<file path="config.mk">
export PLATFORM = sky130hd
export DESIGN_NAME = lru_page_replacement
export DESIGN_NICKNAME = d
export VERILOG_FILES = /design/src/sv/lpr_pkg.sv /design/src/sv/lru_page_replacement.sv /design/src/sv/lpr_ctrl.sv /design/src/sv/lpr_dp.sv
export VERILOG_INCLUDE_DIRS = /design/src /design/src/sv
export SDC_FILE = /design/constraint.sdc
export NUM_CORES = 1
export LEC_CHECK = 0
export ABC_CLOCK_PERIOD_IN_PS = 13600
export CORE_UTILIZATION = 35
export DETAILED_ROUTE_END_ITERATION = 16
export DONT_BUFFER_PORTS = 1
export GPL_TIMING_DRIVEN = 1
export SETUP_SLACK_MARGIN = 0.4
export SLEW_MARGIN = 0
export SYNTH_ARGS = -nofsm -noshare
export SYNTH_HDL_FRONTEND = slang
export SYNTH_SLANG_ARGS = --single-unit
</file>
<file path="constraint.sdc">
create_clock -name clk -period 13.6 [get_ports clk]
set_clock_uncertainty 0.2 [all_clocks]
set_input_delay 1.36 -clock clk [delete_from_list [all_inputs] [get_ports clk]]
set_output_delay 1.36 -clock clk [all_outputs]
set_load 0.05 [all_outputs]
</file>
<file path="src/sv/assert_macros.svh">
// Assertion macros shared by the RTL modules.
`ifndef ASSERT_MACROS_SVH
`define ASSERT_MACROS_SVH

// Property checked at every rising edge outside reset.
`define ASSERT_PROP(lbl, clk, rst_n, prop, msg) \
  lbl: assert property (@(posedge clk) disable iff (!rst_n) (prop)) else $error(msg);

// Condition that must never be true outside reset.
`define ASSERT_NEVER(lbl, clk, rst_n, cond, msg) \
  lbl: assert property (@(posedge clk) disable iff (!rst_n) !(cond)) else $error(msg);

`endif

</file>
<file path="src/sv/lpr_pkg.sv">
// Shared constants, state encoding and control struct for the LRU page replacement block.
package lpr_pkg;

  localparam int FRAMES    = 8;
  localparam int PAGE_BITS = 20;
  localparam int SLOT_W    = (FRAMES > 1) ? $clog2(FRAMES) : 1;
  localparam int RANK_W    = SLOT_W;
  localparam int FC_W      = 4;
  localparam int FAULT_W   = 16;

  localparam logic [FC_W-1:0]    FC_RESET  = FC_W'(8);
  localparam logic [FAULT_W-1:0] FAULT_MAX = '1;

  // Controller states, one-hot
  typedef enum logic [3:0] {
    ST_IDLE = 4'b0001,
    ST_LOOK = 4'b0010,
    ST_SEL  = 4'b0100,
    ST_UPD  = 4'b1000
  } state_t;

  // Commands from controller to datapath
  typedef struct packed {
    logic capture;  // latch the accepted reference
    logic compare;  // tag compare against all frames
    logic choose;   // pick hit, empty or victim frame
    logic commit;   // update frames, ranks, count; emit result
  } cmd_t;

endpackage

</file>
<file path="src/sv/lru_page_replacement.sv">
// Top level of the fully associative LRU page replacement unit.
// Each accepted reference (start high while busy is low) goes through tag compare, frame
// selection, then update of tags, recency ranks and fault count, in the order set by the
// controller sequence. busy stays high from acceptance through the update; the result beat
// shows on out_* with out_valid for exactly one cycle, the first cycle with busy low again,
// so a new reference is accepted only once the last one is through. The receiver cannot
// stall and must take every beat. Writing frame_count (cfg_we, only while idle) flushes all
// frames and the fault count; last_in_sequence flushes them after its own result.

module lru_page_replacement (
  input  logic                             clk,
  input  logic                             rst_n,
  input  logic                             start,
  output logic                             busy,
  input  logic [lpr_pkg::PAGE_BITS-1:0]    in_page_number,
  input  logic                             in_last_in_sequence,
  input  logic                             cfg_we,
  input  logic [lpr_pkg::FC_W-1:0]         cfg_wdata,
  output logic                             out_valid,
  output logic                             out_hit,
  output logic [lpr_pkg::SLOT_W-1:0]       out_frame_slot,
  output logic                             out_evicted_valid,
  output logic [lpr_pkg::PAGE_BITS-1:0]    out_evicted_page,
  output logic [lpr_pkg::FAULT_W-1:0]      out_fault_count
);

  lpr_pkg::cmd_t cmd;

  lpr_ctrl u_ctrl (
    .clk   (clk),
    .rst_n (rst_n),
    .start (start),
    .busy  (busy),
    .cmd   (cmd)
  );

  lpr_dp u_dp (
    .clk                 (clk),
    .rst_n               (rst_n),
    .cmd                 (cmd),
    .in_page_number      (in_page_number),
    .in_last_in_sequence (in_last_in_sequence),
    .cfg_we              (cfg_we),
    .cfg_wdata           (cfg_wdata),
    .out_valid           (out_valid),
    .out_hit             (out_hit),
    .out_frame_slot      (out_frame_slot),
    .out_evicted_valid   (out_evicted_valid),
    .out_evicted_page    (out_evicted_page),
    .out_fault_count     (out_fault_count)
  );

endmodule

</file>
<file path="src/sv/lpr_ctrl.sv">
// Controller state machine sequencing lookup, selection and update of one reference.
`include "assert_macros.svh"

module lpr_ctrl (
  input  logic          clk,
  input  logic          rst_n,
  input  logic          start,
  output logic          busy,
  output lpr_pkg::cmd_t cmd
);

  lpr_pkg::state_t state_r, state_nxt;

  // Next state
  always_comb begin
    state_nxt = state_r;
    case (state_r)
      lpr_pkg::ST_IDLE: if (start) state_nxt = lpr_pkg::ST_LOOK;
      lpr_pkg::ST_LOOK: state_nxt = lpr_pkg::ST_SEL;
      lpr_pkg::ST_SEL:  state_nxt = lpr_pkg::ST_UPD;
      lpr_pkg::ST_UPD:  state_nxt = lpr_pkg::ST_IDLE;
      default:          state_nxt = lpr_pkg::ST_IDLE;
    endcase
  end

  always_ff @(posedge clk) begin
    if (!rst_n) begin
      state_r <= lpr_pkg::ST_IDLE;
    end else begin
      state_r <= state_nxt;
    end
  end

  // Commands and status
  assign busy        = (state_r != lpr_pkg::ST_IDLE);
  assign cmd.capture = (state_r == lpr_pkg::ST_IDLE) && start;
  assign cmd.compare = (state_r == lpr_pkg::ST_LOOK);
  assign cmd.choose  = (state_r == lpr_pkg::ST_SEL);
  assign cmd.commit  = (state_r == lpr_pkg::ST_UPD);

  `ASSERT_PROP(a_state_onehot, clk, rst_n, $onehot(state_r), "controller state not one-hot")
  `ASSERT_PROP(a_upd_to_idle, clk, rst_n, cmd.commit |=> !busy, "no return to idle after update")
  `ASSERT_PROP(a_seq_order, clk, rst_n, cmd.capture |=> cmd.compare ##1 cmd.choose ##1 cmd.commit,
    "lookup sequence broken")

endmodule

</file>
<file path="src/sv/lpr_dp.sv">
// Datapath: frame tags, valid bits, recency ranks, fault counter and result registers.
`include "assert_macros.svh"

module lpr_dp (
  input  logic                             clk,
  input  logic                             rst_n,
  input  lpr_pkg::cmd_t                    cmd,
  input  logic [lpr_pkg::PAGE_BITS-1:0]    in_page_number,
  input  logic                             in_last_in_sequence,
  input  logic                             cfg_we,
  input  logic [lpr_pkg::FC_W-1:0]         cfg_wdata,
  output logic                             out_valid,
  output logic                             out_hit,
  output logic [lpr_pkg::SLOT_W-1:0]       out_frame_slot,
  output logic                             out_evicted_valid,
  output logic [lpr_pkg::PAGE_BITS-1:0]    out_evicted_page,
  output logic [lpr_pkg::FAULT_W-1:0]      out_fault_count
);

  localparam int F  = lpr_pkg::FRAMES;
  localparam int SW = lpr_pkg::SLOT_W;
  localparam int RW = lpr_pkg::RANK_W;
  localparam int PW = lpr_pkg::PAGE_BITS;
  localparam int CW = lpr_pkg::FC_W;
  localparam int FW = lpr_pkg::FAULT_W;

  // Lowest set bit of a frame vector
  function automatic logic [SW-1:0] first_idx(input logic [F-1:0] v);
    logic [SW-1:0] idx;
    idx = '0;
    for (int i = F - 1; i >= 0; i--) begin
      if (v[i]) idx = SW'(i);
    end
    return idx;
  endfunction

  // Frame state
  logic [PW-1:0]  frame_page_r [F];
  logic [F-1:0]   valid_r;
  logic [RW-1:0]  rank_r [F];
  logic [FW-1:0]  faults_r;
  logic [CW-1:0]  fc_r;

  // Per-reference pipeline registers
  logic [PW-1:0]  page_r;
  logic           last_r;
  logic [F-1:0]   match_r, empty_r;
  logic [SW-1:0]  slot_r;
  logic           hit_r, evict_r, fill_r;
  logic [RW-1:0]  lim_r;
  logic [PW-1:0]  old_page_r;

  // Result registers
  logic           out_valid_r, out_hit_r, out_evict_r;
  logic [SW-1:0]  out_slot_r;
  logic [PW-1:0]  out_old_r;
  logic [FW-1:0]  out_faults_r;

  // Frames in use: zero counts as one, clamp at the frame total
  logic [CW-1:0]  n_use;
  logic [F-1:0]   in_use;
  always_comb begin
    if (fc_r == '0) n_use = CW'(1);
    else if (fc_r > CW'(F)) n_use = CW'(F);
    else n_use = fc_r;
    for (int i = 0; i < F; i++) in_use[i] = (CW'(i) < n_use);
  end

  // Tag compare against every frame
  logic [F-1:0] match_c, empty_c;
  always_comb begin
    for (int i = 0; i < F; i++) begin
      match_c[i] = in_use[i] && valid_r[i] && (frame_page_r[i] == page_r);
      empty_c[i] = in_use[i] && !valid_r[i];
    end
  end

  // Victim: the in-use frame holding the oldest rank (frames in use minus one)
  logic [F-1:0]  oldest_c;
  logic [RW-1:0] oldest_rank;
  assign oldest_rank = RW'(n_use - CW'(1));
  always_comb begin
    for (int i = 0; i < F; i++) oldest_c[i] = in_use[i] && (rank_r[i] == oldest_rank);
  end

  // Slot choice
  logic          hit_c, any_empty_c;
  logic [SW-1:0] slot_c;
  assign hit_c       = |match_r;
  assign any_empty_c = |empty_r;
  always_comb begin
    if (hit_c) slot_c = first_idx(match_r);
    else if (any_empty_c) slot_c = first_idx(empty_r);
    else slot_c = first_idx(oldest_c);
  end

  // Fault counter next value, saturating
  logic [FW-1:0] faults_inc;
  assign faults_inc = (!hit_r && (faults_r != lpr_pkg::FAULT_MAX)) ? faults_r + FW'(1) : faults_r;

  // Reference capture and stage registers
  always_ff @(posedge clk) begin
    if (cmd.capture) begin
      page_r <= in_page_number;
      last_r <= in_last_in_sequence;
    end
    if (cmd.compare) begin
      match_r <= match_c;
      empty_r <= empty_c;
    end
    if (cmd.choose) begin
      slot_r     <= slot_c;
      hit_r      <= hit_c;
      evict_r    <= !hit_c && !any_empty_c;
      fill_r     <= !hit_c && any_empty_c;
      lim_r      <= rank_r[slot_c];
      old_page_r <= (!hit_c && !any_empty_c) ? frame_page_r[slot_c] : '0;
    end
  end

  // Frame tags have no reset
  always_ff @(posedge clk) begin
    if (cmd.commit && !hit_r) frame_page_r[slot_r] <= page_r;
  end

  // Valid bits, ranks, fault count and frame count register
  always_ff @(posedge clk) begin
    if (!rst_n) begin
      fc_r     <= lpr_pkg::FC_RESET;
      valid_r  <= '0;
      faults_r <= '0;
      for (int i = 0; i < F; i++) rank_r[i] <= '0;
    end else if (cfg_we) begin
      fc_r     <= cfg_wdata;
      valid_r  <= '0;
      faults_r <= '0;
      for (int i = 0; i < F; i++) rank_r[i] <= '0;
    end else if (cmd.commit) begin
      if (last_r) begin
        valid_r  <= '0;
        faults_r <= '0;
        for (int i = 0; i < F; i++) rank_r[i] <= '0;
      end else begin
        valid_r[slot_r] <= 1'b1;
        faults_r        <= faults_inc;
        // Touched frame becomes newest; younger valid frames age by one
        for (int i = 0; i < F; i++) begin
          if (SW'(i) == slot_r) begin
            rank_r[i] <= '0;
          end else if (valid_r[i] && (fill_r || (rank_r[i] < lim_r))) begin
            rank_r[i] <= rank_r[i] + RW'(1);
          end
        end
      end
    end
  end

  // Result beat
  always_ff @(posedge clk) begin
    if (!rst_n) begin
      out_valid_r <= 1'b0;
    end else begin
      out_valid_r <= cmd.commit;
    end
    if (cmd.commit) begin
      out_hit_r    <= hit_r;
      out_slot_r   <= slot_r;
      out_evict_r  <= evict_r;
      out_old_r    <= old_page_r;
      out_faults_r <= faults_inc;
    end
  end

  assign out_valid         = out_valid_r;
  assign out_hit           = out_hit_r;
  assign out_frame_slot    = out_slot_r;
  assign out_evicted_valid = out_evict_r;
  assign out_evicted_page  = out_old_r;
  assign out_fault_count   = out_faults_r;

  `ASSERT_PROP(a_valid_in_use, clk, rst_n, (valid_r & ~in_use) == '0,
    "valid frame outside frames in use")
  `ASSERT_NEVER(a_hit_evict, clk, rst_n, out_valid && out_hit && out_evicted_valid,
    "hit reported together with eviction")
  `ASSERT_PROP(a_evict_full, clk, rst_n, (cmd.commit && evict_r) |-> ((valid_r | ~in_use) == '1),
    "eviction while an empty frame is in use")

endmodule

</file>
==> run summary, run 1 <==
Starting DRT DRC Count: 1030
DR WL/cell: 22.56 µm
post-route insts no fill: 1868
initial antenna violation count: 4
core area: 0.04355 mm²
Setup CP Type: register to register
flops & latches, synth: 324
WHS Path Cells: 0
routed length on met1: 18840 µm
post-place setup slack: 8455 ps
Area growth syn-to-layout: 11.81%
Crit. End Element: register
uppermost routed layer: met5
WP data arrival: 5320 ps
residual DRC count: 0
hpwl dp: 29180 µm
Avg Inst Size Synth: 12.30 µm²
hold_buf cts: 0
Clk Latency, worst-skew pair: 540 ps
Total Wirelength: 42150 µm
number of synthesized flops with an enable pin: 288
Routed Antenna Nets: 0
Tmin final: 5241 ps
Met2 Routed Length: 18640 µm
Die W: 213.1 µm
utilization after layout: 0.4005
vias in the first global route: 9971
routed vias/inst: 5.438
post-synthesis sequential area ratio: 0.6006
Top-Level Pins: 72
final RePlAce weighted congestion: 0.8782
Yosys warning count: 0
total of max-cap violations: 0
crit path max fanout: 49
worst slew pin tran: 1116 ps
initial core utilization: 0.3582
Hold Path Class: register to register
final setup violation count: 0
first-pass GRT wire length: 62580 µm
most used cell, CP: ha_1
biggest cell delay along the critical path: 840 ps
P per Cell Area: 130.2 mW/mm²
setup TNS: 0 ps
largest net degree at the start of global routing: 56
Post-Syn Area: 0.01560 mm²
max-slew violation count: 0
RSZ-0062 raised after global routing: no
footprint of the multi-input gates: 0.005807 mm²
Hold Path Origin: u_dp.old_page_r[12]$_SDFFCE_PN0P_
die area: 0.04542 mm²
met3 WL: 3233 µm
Unique masters post-synth: 64
worst-case clock buffer depth: 3
reg-to-reg startpoint: u_dp.fc_r[3]$_SDFFE_PN1P_
ys async rst share: 0
Std-Cell Rows: 76
Hold EP: u_dp.out_evicted_page[12]$_DFFE_PP_
R2R Setup Slk: 8360 ps
hold_ws: 218.0 ps
Slew HR: 0.2554
post-route setup slack: 8359 ps
Leak: 5.833 nW
via count: 10160
clock sinks: 324
Clock transition at path regs: 70 ps
input/output buffers: 0
Post-Place Cells: 1799
TritonCTS buffer count: 37
Max Clock Freq: 0.1908 GHz
share of layout cells above drive strength 1: 0.08034
Top FF cell, synth: edfxtp_1
CTS resizes: 0
Final nets: 1310
Worst R2R End: u_dp.old_page_r[3]$_SDFFCE_PN0P_
htree depth: 2
Post-CTS Setup Inserts: 0
cells after synthesis: 1268
Filler Cells Inserted: 4180
CTS tree: built
Total GRT Usage: 0.1872
worst-path cell with the longest stage delay: nand3_1
Clock Tree Root: clkbuf_16
status: finished clean
startpoint type of the worst setup path: register
period utilization: 0.3854
Post-Syn Nets: 1325
Chip Height: 213.1 µm
final hold vios: 0
worst-case reg-to-reg path depth: 13
worst-path cell chain: nor2_1 -> inv_1 -> ha_1 -> ha_1 -> xor2_1 -> nor4_1 -> a22oi_1 -> a211oi_2 -> o21ai_4 -> buf_4 -> nand3_1 -> o22ai_1 -> or3_1
CP required: 13680 ps
flip-flop and latch area: 0.009369 mm²
gr ovfl total: 0
Peak VDD IR: 0.00007044 V
first-pass iteration count of the detailed router: 5
==> report_power, final <==
group          switching, mW  total (mW)  internal, mW
combinational         0.0634       0.101        0.0381
clock                  0.410        1.04         0.633
sequential            0.0319        1.13          1.10
==> cell families (layout without fill, tap and decap cells) <==
family                     Yosys count  after routing  share of synthesized area
buffers and inverters              103            117                    0.03056
and+or+nand+nor                    348            348                     0.1170
DFF                                324            324                     0.6006
AOI/OAI and AO/OA                  221            221                    0.08872
other                                0              1                          0
adders and majority gates           28             28                    0.02246
xor gates and xnor gates           199            199                     0.1117
muxes                               45             45                    0.02888
==> metrics by stage <==
step / total power [mW] / cell area, µm²
6_report: 2.272 / 17440
5_1_grt: 2.342 / 17440
4_1_cts: 2.294 / 17440
3_5_place_dp: 1.250 / 16170
3_3_place_gp: 1.249 / 16170
2_1_floorplan: 1.211 / 15600
==> metal layers <==
metal | vias up | track usage
met2 | 395 | 0.2847
li1 | 4683 | -
met4 | 4 | 0.07095
met1 | 4991 | 0.2545
met3 | 86 | 0.04839
met5 | - | 0
==> synthesized netlist by cell type, drive strengths merged, types with 36 or more instances <==
library cell / instances / area, µm²
nor2: 71 / 269.0
clkbuf: 47 / 176.4
o21ai: 57 / 289.0
a21oi: 65 / 329.1
mux2i: 45 / 450.4
xnor2: 60 / 525.5
edfxtp: 288 / 8648
nand2: 39 / 146.4
dfxtp: 36 / 720.7
nor4: 45 / 281.5
nand3: 63 / 315.3
xor2: 139 / 1217
==> worst max-delay path, delay by kind of cell (launching register included) <==
kind                       cells  cell delay, ps
xor gates and xnor gates       1             220
buffers and inverters          2             390
DFF                            1             830
adders and majority gates      2             590
and+or+nand+nor                4            1890
AOI/OAI and AO/OA              4             830
==> worst max-delay path by stage <==
| stage | from | endpoint | slack [ps] | cells after the start |
|---|---|---|---|---|
| finish | u_dp.fc_r[3]$_SDFFE_PN1P_ | u_dp.old_page_r[3]$_SDFFCE_PN0P_ | 8360 | 13 |
| global route | u_dp.fc_r[3]$_SDFFE_PN1P_ | u_dp.old_page_r[3]$_SDFFCE_PN0P_ | 8050 | 13 |
| global placement | u_dp.fc_r[3]$_SDFFE_PN1P_ | u_dp.old_page_r[19]$_SDFFCE_PN0P_ | 8590 | 14 |
| detailed placement | u_dp.fc_r[3]$_SDFFE_PN1P_ | u_dp.old_page_r[6]$_SDFFCE_PN0P_ | 8460 | 13 |
| CTS | u_dp.fc_r[3]$_SDFFE_PN1P_ | u_dp.old_page_r[3]$_SDFFCE_PN0P_ | 8450 | 13 |
| floorplan | u_ctrl.state_r[0]$_SDFFE_PN1P_ | u_dp.frame_page_r[0][0]$_DFFE_PP_ | 9310 | 6 |
==> flip-flops by register name, indices dropped and copies added, names as in the netlist, 4 cells and up <==
| signal | flops |
|---|---|
| u_dp.faults_r | 16 |
| u_dp.old_page_r | 20 |
| u_dp.valid_r | 8 |
| u_dp.fc_r | 4 |
| u_dp.page_r | 20 |
| u_dp.empty_r | 8 |
| u_dp.out_evicted_page | 20 |
| u_ctrl.state_r | 4 |
| u_dp.rank_r | 24 |
| u_dp.frame_page_r | 160 |
| u_dp.out_fault_count | 16 |
| u_dp.match_r | 8 |
==> cells in the final DEF, fill, tap and decap left out, types with 9 or more instances in the layout <==
cell type | synthesis | final
nand4_1 | 18 | 18
ha_1 | 28 | 28
a21o_1 | 11 | 11
or3_1 | 25 | 25
inv_1 | 27 | 26
a211oi_1 | 14 | 14
dfxtp_1 | 36 | 36
nor3_1 | 27 | 26
clkbuf_1 | 47 | 9
nor4_1 | 45 | 45
nor2_1 | 70 | 63
and3_1 | 13 | 13
a21oi_1 | 64 | 62
buf_4 | 4 | 21
nand2_1 | 39 | 39
edfxtp_1 | 288 | 288
o21ai_0 | 55 | 55
xor2_1 | 139 | 139
nand3_1 | 63 | 63
nand2b_1 | 14 | 14
o22ai_1 | 19 | 19
clkbuf_16 | 0 | 38
xnor2_1 | 60 | 60
mux2i_1 | 45 | 45
==> layout make-up <==
class	count	area share
clock inverters	21	0.01621
multi-input cells	841	0.3330
diodes	1	0.0001435
inverters	28	0.006026
repair buffers	21	0.009039
clock buffers	47	0.05646
flip-flops and latches	324	0.5372
well taps	585	0.04197
No activity file was read; power rests on OpenSTA's default activity.
==> inputs of run 2 (changes only) <==
- ABC_CLOCK_PERIOD_IN_PS: 13600 -> 4900
- clock period: 13.6 -> 4.9 ns (I/O delays scaled with it)
==> run summary, run 2 (synthesis results as in run 1) <==
status: finished clean
first-pass GRT wire length: 63140 µm (+0.89%)
Total Wirelength: 41730 µm (-0.99%)
Largest Register: u_dp.frame_page_r
Total GRT Usage: 0.1863 (-0.0008899)
Die W: 213.1 µm (unchanged)
CTS tree: built
final hold vios: 0 (unchanged)
Clock transition at path regs: 60 ps (about the same)
Clk Latency, worst-skew pair: 530 ps (about the same)
initial core utilization: 0.3582 (unchanged)
Max Clock Freq: 0.2296 GHz (+20%)
Peak VDD IR: 0.0002098 V (+200%)
startpoint type of the worst setup path: register
Filler Cells Inserted: 4140 (-0.96%)
Hold Path Class: input pin to register
DR WL/cell: 21.88 µm (-3.0%)
Area growth syn-to-layout: 14.09%
Crit. End Element: register
P per Cell Area: 347.8 mW/mm² (+170%)
htree depth: 2 (unchanged)
initial antenna violation count: 0 (-4)
Tmin final: 4356 ps (-885.7 ps)
Top-Level Pins: 72 (unchanged)
routed vias/inst: 5.407 (-0.58%)
Post-CTS Setup Inserts: 0 (unchanged)
RSZ-0062 raised after global routing: no
Std-Cell Rows: 76 (unchanged)
setup TNS: 0 ps (unchanged)
crit path max fanout: 39 (-20%)
core area: 0.04355 mm² (unchanged)
via count: 10310 (+1.5%)
period utilization: 0.8889 (+0.5035)
largest net degree at the start of global routing: 55 (-1.8%)
total of max-cap violations: 0 (unchanged)
overall power: 6.190 mW (+170%)
hpwl dp: 29090 µm (-0.33%)
commonest non-fill, non-tap cell in the layout: edfxtp_1
final RePlAce weighted congestion: 0.9187 (+4.6%)
Leak: 6.029 nW (+3.4%)
Starting DRT DRC Count: 1058 (+2.7%)
WP data arrival: 4430 ps (-890 ps)
Routed Antenna Nets: 0 (unchanged)
Largest register FFs: 160 (unchanged)
first-pass iteration count of the detailed router: 5 (unchanged)
worst slew pin tran: 1003 ps (-112.9 ps)
worst-case clock buffer depth: 3 (unchanged)
input/output buffers: 0 (unchanged)
CP required: 4970 ps (-8710 ps)
die area: 0.04542 mm² (unchanged)
max-slew violation count: 0 (unchanged)
Clock Tree Root: clkbuf_16
final setup violation count: 0 (unchanged)
Setup CP Type: register to register
Final nets: 1350 (+3.1%)
commonest non-fill, non-tap cells in the layout: edfxtp_1 (288), xor2_1 (139), nor2_1 (63), nand3_1 (63), a21oi_1 (63)
Slew HR: 0.3290 (+0.07363)
gr ovfl total: 0 (unchanged)
TritonCTS buffer count: 37 (unchanged)
ANT cells: 0 (-1)
residual DRC count: 0 (unchanged)
vias in the first global route: 10220 (+2.5%)
clock sinks: 324 (unchanged)
Largest regs: u_dp.frame_page_r (160), u_dp.rank_r (24)
share of layout cells above drive strength 1: 0.09228 (+0.01194)
Chip Height: 213.1 µm (unchanged)
[run 2: changes by cell type in the layout (fill, tap and decap cells not counted), sizes merged]
cell         before  now
buf              21   31
clkinv           11   20
clkbuf           47   43
diode             1    0
bufinv            6    3
clkinvlp          1    0
inv              31   30
dlygate4sd3       0   30
[run 2: worst max-delay path: stages, from the launching register on]
cell and delay (ps):
dfxtp_1 460, o21ba_2 250, nor2_1 140, inv_1 60, ha_1 250, ha_4 320, xor2_1 190, or4b_1 540
a22o_1 210, a211oi_2 320, o21ai_4 150, buf_4 310, nand3_1 150, a21oi_1 140, or3_1 400
[run 2: power breakdown]
group / switching (mW) / internal [mW] / total [mW] / leakage, nW
registers: 0.0908 / 3.04 / 3.13 / 2.94
logic: 0.176 / 0.126 / 0.302 / 2.48
clock network: 1.13 / 1.63 / 2.76 / 0.610
[run 2: what timing repair did]
| item | 4_1_cts | 5_1_grt |
|---|---|---|
| hold endpoints to repair | 30 | 0 |
| hold buffers | 30 | 0 |
| gates resized for setup | 0 | 3 |
| endpoints found under the setup margin | 0 | 23 |
[run 2: stage by stage]
stage | worst slack (ps) | utilization | hold slack (ps) | std cells | instance area [µm²]
after global placement | 508.1 | 0.3735 | 209.2 | 1809 | 16270
after detailed placement | 415.7 | 0.3735 | 210.2 | 1809 | 16270
final | 544.4 | 0.4086 | 48.02 | 1907 | 17800
after floorplan | 614.7 | - | 200.3 | 1268 | 15600
after global routing | 420.2 | 0.4086 | 71.74 | 1907 | 17800
after CTS | 409.6 | 0.4082 | 39.38 | 1907 | 17780
[run 2: path summary, 6_finish.rpt]
| check | startpoint | end | slack, ps | cells after the start |
|---|---|---|---|---|
| hold reg to reg | u_dp.old_page_r[8]$_SDFFCE_PN0P_ | u_dp.out_evicted_page[8]$_DFFE_PP_ | 220 | 0 |
| setup / recovery | u_dp.fc_r[0]$_SDFFE_PN0P_ | u_dp.old_page_r[5]$_SDFFCE_PN0P_ | 540 | 14 |
| hold / removal | cfg_we | u_dp.rank_r[0][2]$_SDFFE_PP0P_ | 50 | 3 |
| setup reg to reg | u_dp.fc_r[0]$_SDFFE_PN0P_ | u_dp.old_page_r[5]$_SDFFCE_PN0P_ | 540 | 14 |
[run 2: routing by layer]
metal  vias to the layer above  GRT usage  part of all wire
met5                         -          0                 0
met4                         0    0.05408             0.026
met3                        63    0.03677             0.070
met2                       355     0.2870              0.45
met1                      5123     0.2640              0.45
li1                       4770          -                 -
[run 2: layout make-up]
cell class	instances	area, µm²	area share
clock buffer	43	1001	0.05625
timing repair buffer	61	558.0	0.03136
sequential	324	9369	0.5265
tap	585	732.0	0.04113
multi-input combinational	841	5822	0.3271
clock inverter	25	209.0	0.01174
inverter	28	105.1	0.005906
==> inputs of run 3 (changes only) <==
- ABC_CLOCK_PERIOD_IN_PS: 4900 -> 3500
- clock period: 4.9 -> 3.5 ns (I/O delays scaled with it)
==> run summary, run 3 (synthesis results as in run 1) <==
status: complete, but fails checks
failing checks: setup timing
WP data arrival: 3890 ps (-540 ps)
Largest Register: u_dp.frame_page_r
uppermost routed layer: met4
input/output buffers: 0 (unchanged)
Slew HR: 0.4269 (+0.09789)
via count: 10740 (+4.2%)
Peak VDD IR: 0.0002766 V (+32%)
Routed Antenna Nets: 0 (unchanged)
final hold vios: 0 (unchanged)
Tmin final: 3813 ps (-542.7 ps)
routed length on met1: 19800 µm (+4.8%)
Clock transition at path regs: 70 ps (about the same)
RSZ-0062 raised after global routing: yes
Worst R2R End: u_dp.old_page_r[11]$_SDFFCE_PN0P_
commonest non-fill, non-tap cell in the layout: edfxtp_1
largest net degree at the start of global routing: 52 (-5.5%)
core area: 0.04355 mm² (unchanged)
Total Wirelength: 44160 µm (+5.8%)
initial antenna violation count: 0 (unchanged)
utilization after layout: 0.4384 (+0.02982)
clock sinks: 324 (unchanged)
Largest regs: u_dp.frame_page_r (160), u_dp.rank_r (24)
Die W: 213.1 µm (unchanged)
gr ovfl total: 0 (unchanged)
Std-Cell Rows: 76 (unchanged)
met3 WL: 2761 µm (-6.0%)
setup TNS: -6136 ps (-6136 ps)
share of layout cells above drive strength 1: 0.1849 (+0.09264)
Filler Cells Inserted: 4008 (-3.2%)
P per Cell Area: 453.8 mW/mm² (+30%)
residual DRC count: 0 (unchanged)
Clk Latency, worst-skew pair: 540 ps (about the same)
R2R Setup Slk: -310 ps (-860 ps)
Setup CP Type: register to register
Hold Path Origin: cfg_we
DR WL/cell: 22.18 µm (+1.4%)
overall power: 8.665 mW (+40%)
final RePlAce weighted congestion: 0.8952 (-2.6%)
Hold Path Class: input pin to register
first-pass iteration count of the detailed router: 5 (unchanged)
total of max-cap violations: 0 (unchanged)
Top-Level Pins: 72 (unchanged)
Largest register FFs: 160 (unchanged)
first-pass GRT wire length: 67160 µm (+6.4%)
worst-case clock buffer depth: 3 (unchanged)
vias in the first global route: 10660 (+4.2%)
Starting DRT DRC Count: 1195 (+13%)
htree depth: 2 (unchanged)
Total GRT Usage: 0.1977 (+0.01142)
CP endpoint: u_dp.old_page_r[11]$_SDFFCE_PN0P_
Met2 Routed Length: 20500 µm (+8.9%)
reg-to-reg startpoint: u_dp.fc_r[2]$_SDFFE_PN0P_
Final nets: 1435 (+6.3%)
post-route setup slack: -312.9 ps (-857.3 ps)
worst slew pin tran: 857.6 ps (-145.2 ps)
CP required: 3580 ps (-1390 ps)
CP startpoint: u_dp.fc_r[2]$_SDFFE_PN0P_
routed vias/inst: 5.394 (-0.23%)
Chip Height: 213.1 µm (unchanged)
ANT cells: 0 (unchanged)
commonest non-fill, non-tap cells in the layout: edfxtp_1 (288), xor2_1 (139), buf_4 (85)
TritonCTS buffer count: 37 (unchanged)
die area: 0.04542 mm² (unchanged)
max-slew violation count: 0 (unchanged)
final setup violation count: 23 (+23)
hpwl dp: 30250 µm (+4.0%)
worst-case reg-to-reg path depth: 16 (+2)
Area growth syn-to-layout: 22.41%
crit path max fanout: 6 (-85%)
period utilization: 1.089 (+0.2005)
Clock Tree Root: clkbuf_16
Max Clock Freq: 0.2623 GHz (+14%)
startpoint type of the worst setup path: register
initial core utilization: 0.3582 (unchanged)
Leak: 6.611 nW (+9.7%)
Crit. End Element: register
CTS tree: built
## run 3: worst min path at each step
| stage | endpoint | depth (start not counted) |
|---|---|---|
| 4_1_cts | u_dp.faults_r[13]$_SDFFE_PP0P_ | 3 |
| 6_report | u_dp.faults_r[13]$_SDFFE_PP0P_ | 3 |
| 3_3_place_gp | u_dp.out_evicted_valid$_DFFE_PP_ | 0 |
| 3_5_place_dp | u_dp.out_evicted_valid$_DFFE_PP_ | 0 |
| 2_1_floorplan | u_dp.out_evicted_page[0]$_DFFE_PP_ | 0 |
| 5_1_grt | u_dp.faults_r[10]$_SDFFE_PP0P_ | 3 |
## run 3: what timing repair did
item,4_1_cts,5_1_grt
endpoints found under the hold margin,47,0
gates cloned,7,0
pin swaps,21,9
resized for setup,88,21
hold buffers,31,0
setup endpoints to repair,25,24
buffers inserted,14,1
## run 3: through the flow
step                      instances  area [µm²]  setup WS [ps]  hold slack (ps)
after floorplan                1268       15670         -292.5            200.3
after global placement         1871       16890         -422.7            204.8
after detailed placement       1871       16890         -451.4            204.5
after CTS                      1990       18990         -285.6            8.424
after global routing           1991       19090         -438.7            32.68
final                          1991       19090         -312.9            26.74
## run 3: cell type report
class | instances | area (µm²) | share of cell area
Clock inverter | 20 | 175.2 | 0.009174
Multi-Input combinational cell | 841 | 6197 | 0.3246
Timing Repair Buffer | 146 | 1531 | 0.08020
Clock buffer | 47 | 983.4 | 0.05150
Inverter | 28 | 105.1 | 0.005504
Tap cell | 585 | 732.0 | 0.03833
Sequential cell | 324 | 9370 | 0.4907
## run 3: power breakdown
group	total (mW)	internal, mW	switching, mW
Clock	3.76	2.16	1.60
Combinational	0.522	0.237	0.285
Sequential	4.38	4.26	0.122
Total	8.66	6.65	2.01
## run 3: layer usage
metal | vias to the layer above | global-route usage
li1 | 4948 | -
met1 | 5334 | 0.2763
met2 | 386 | 0.3162
met3 | 72 | 0.03000
met4 | 0 | 0.05681
met5 | - | 0
## run 3: critical path, cell delays in order (launching register included)
cell,delay (ps)
dfxtp_2,330
o21ba_4,230
nor2_4,110
inv_2,50
ha_4,160
ha_4,270
xor2_1,170
or4b_1,490
a22o_1,210
a211oi_2,190
buf_4,160
o21ai_4,110
nand3_4,150
buf_12,120
buf_16,120
o22ai_2,60
or3_1,410
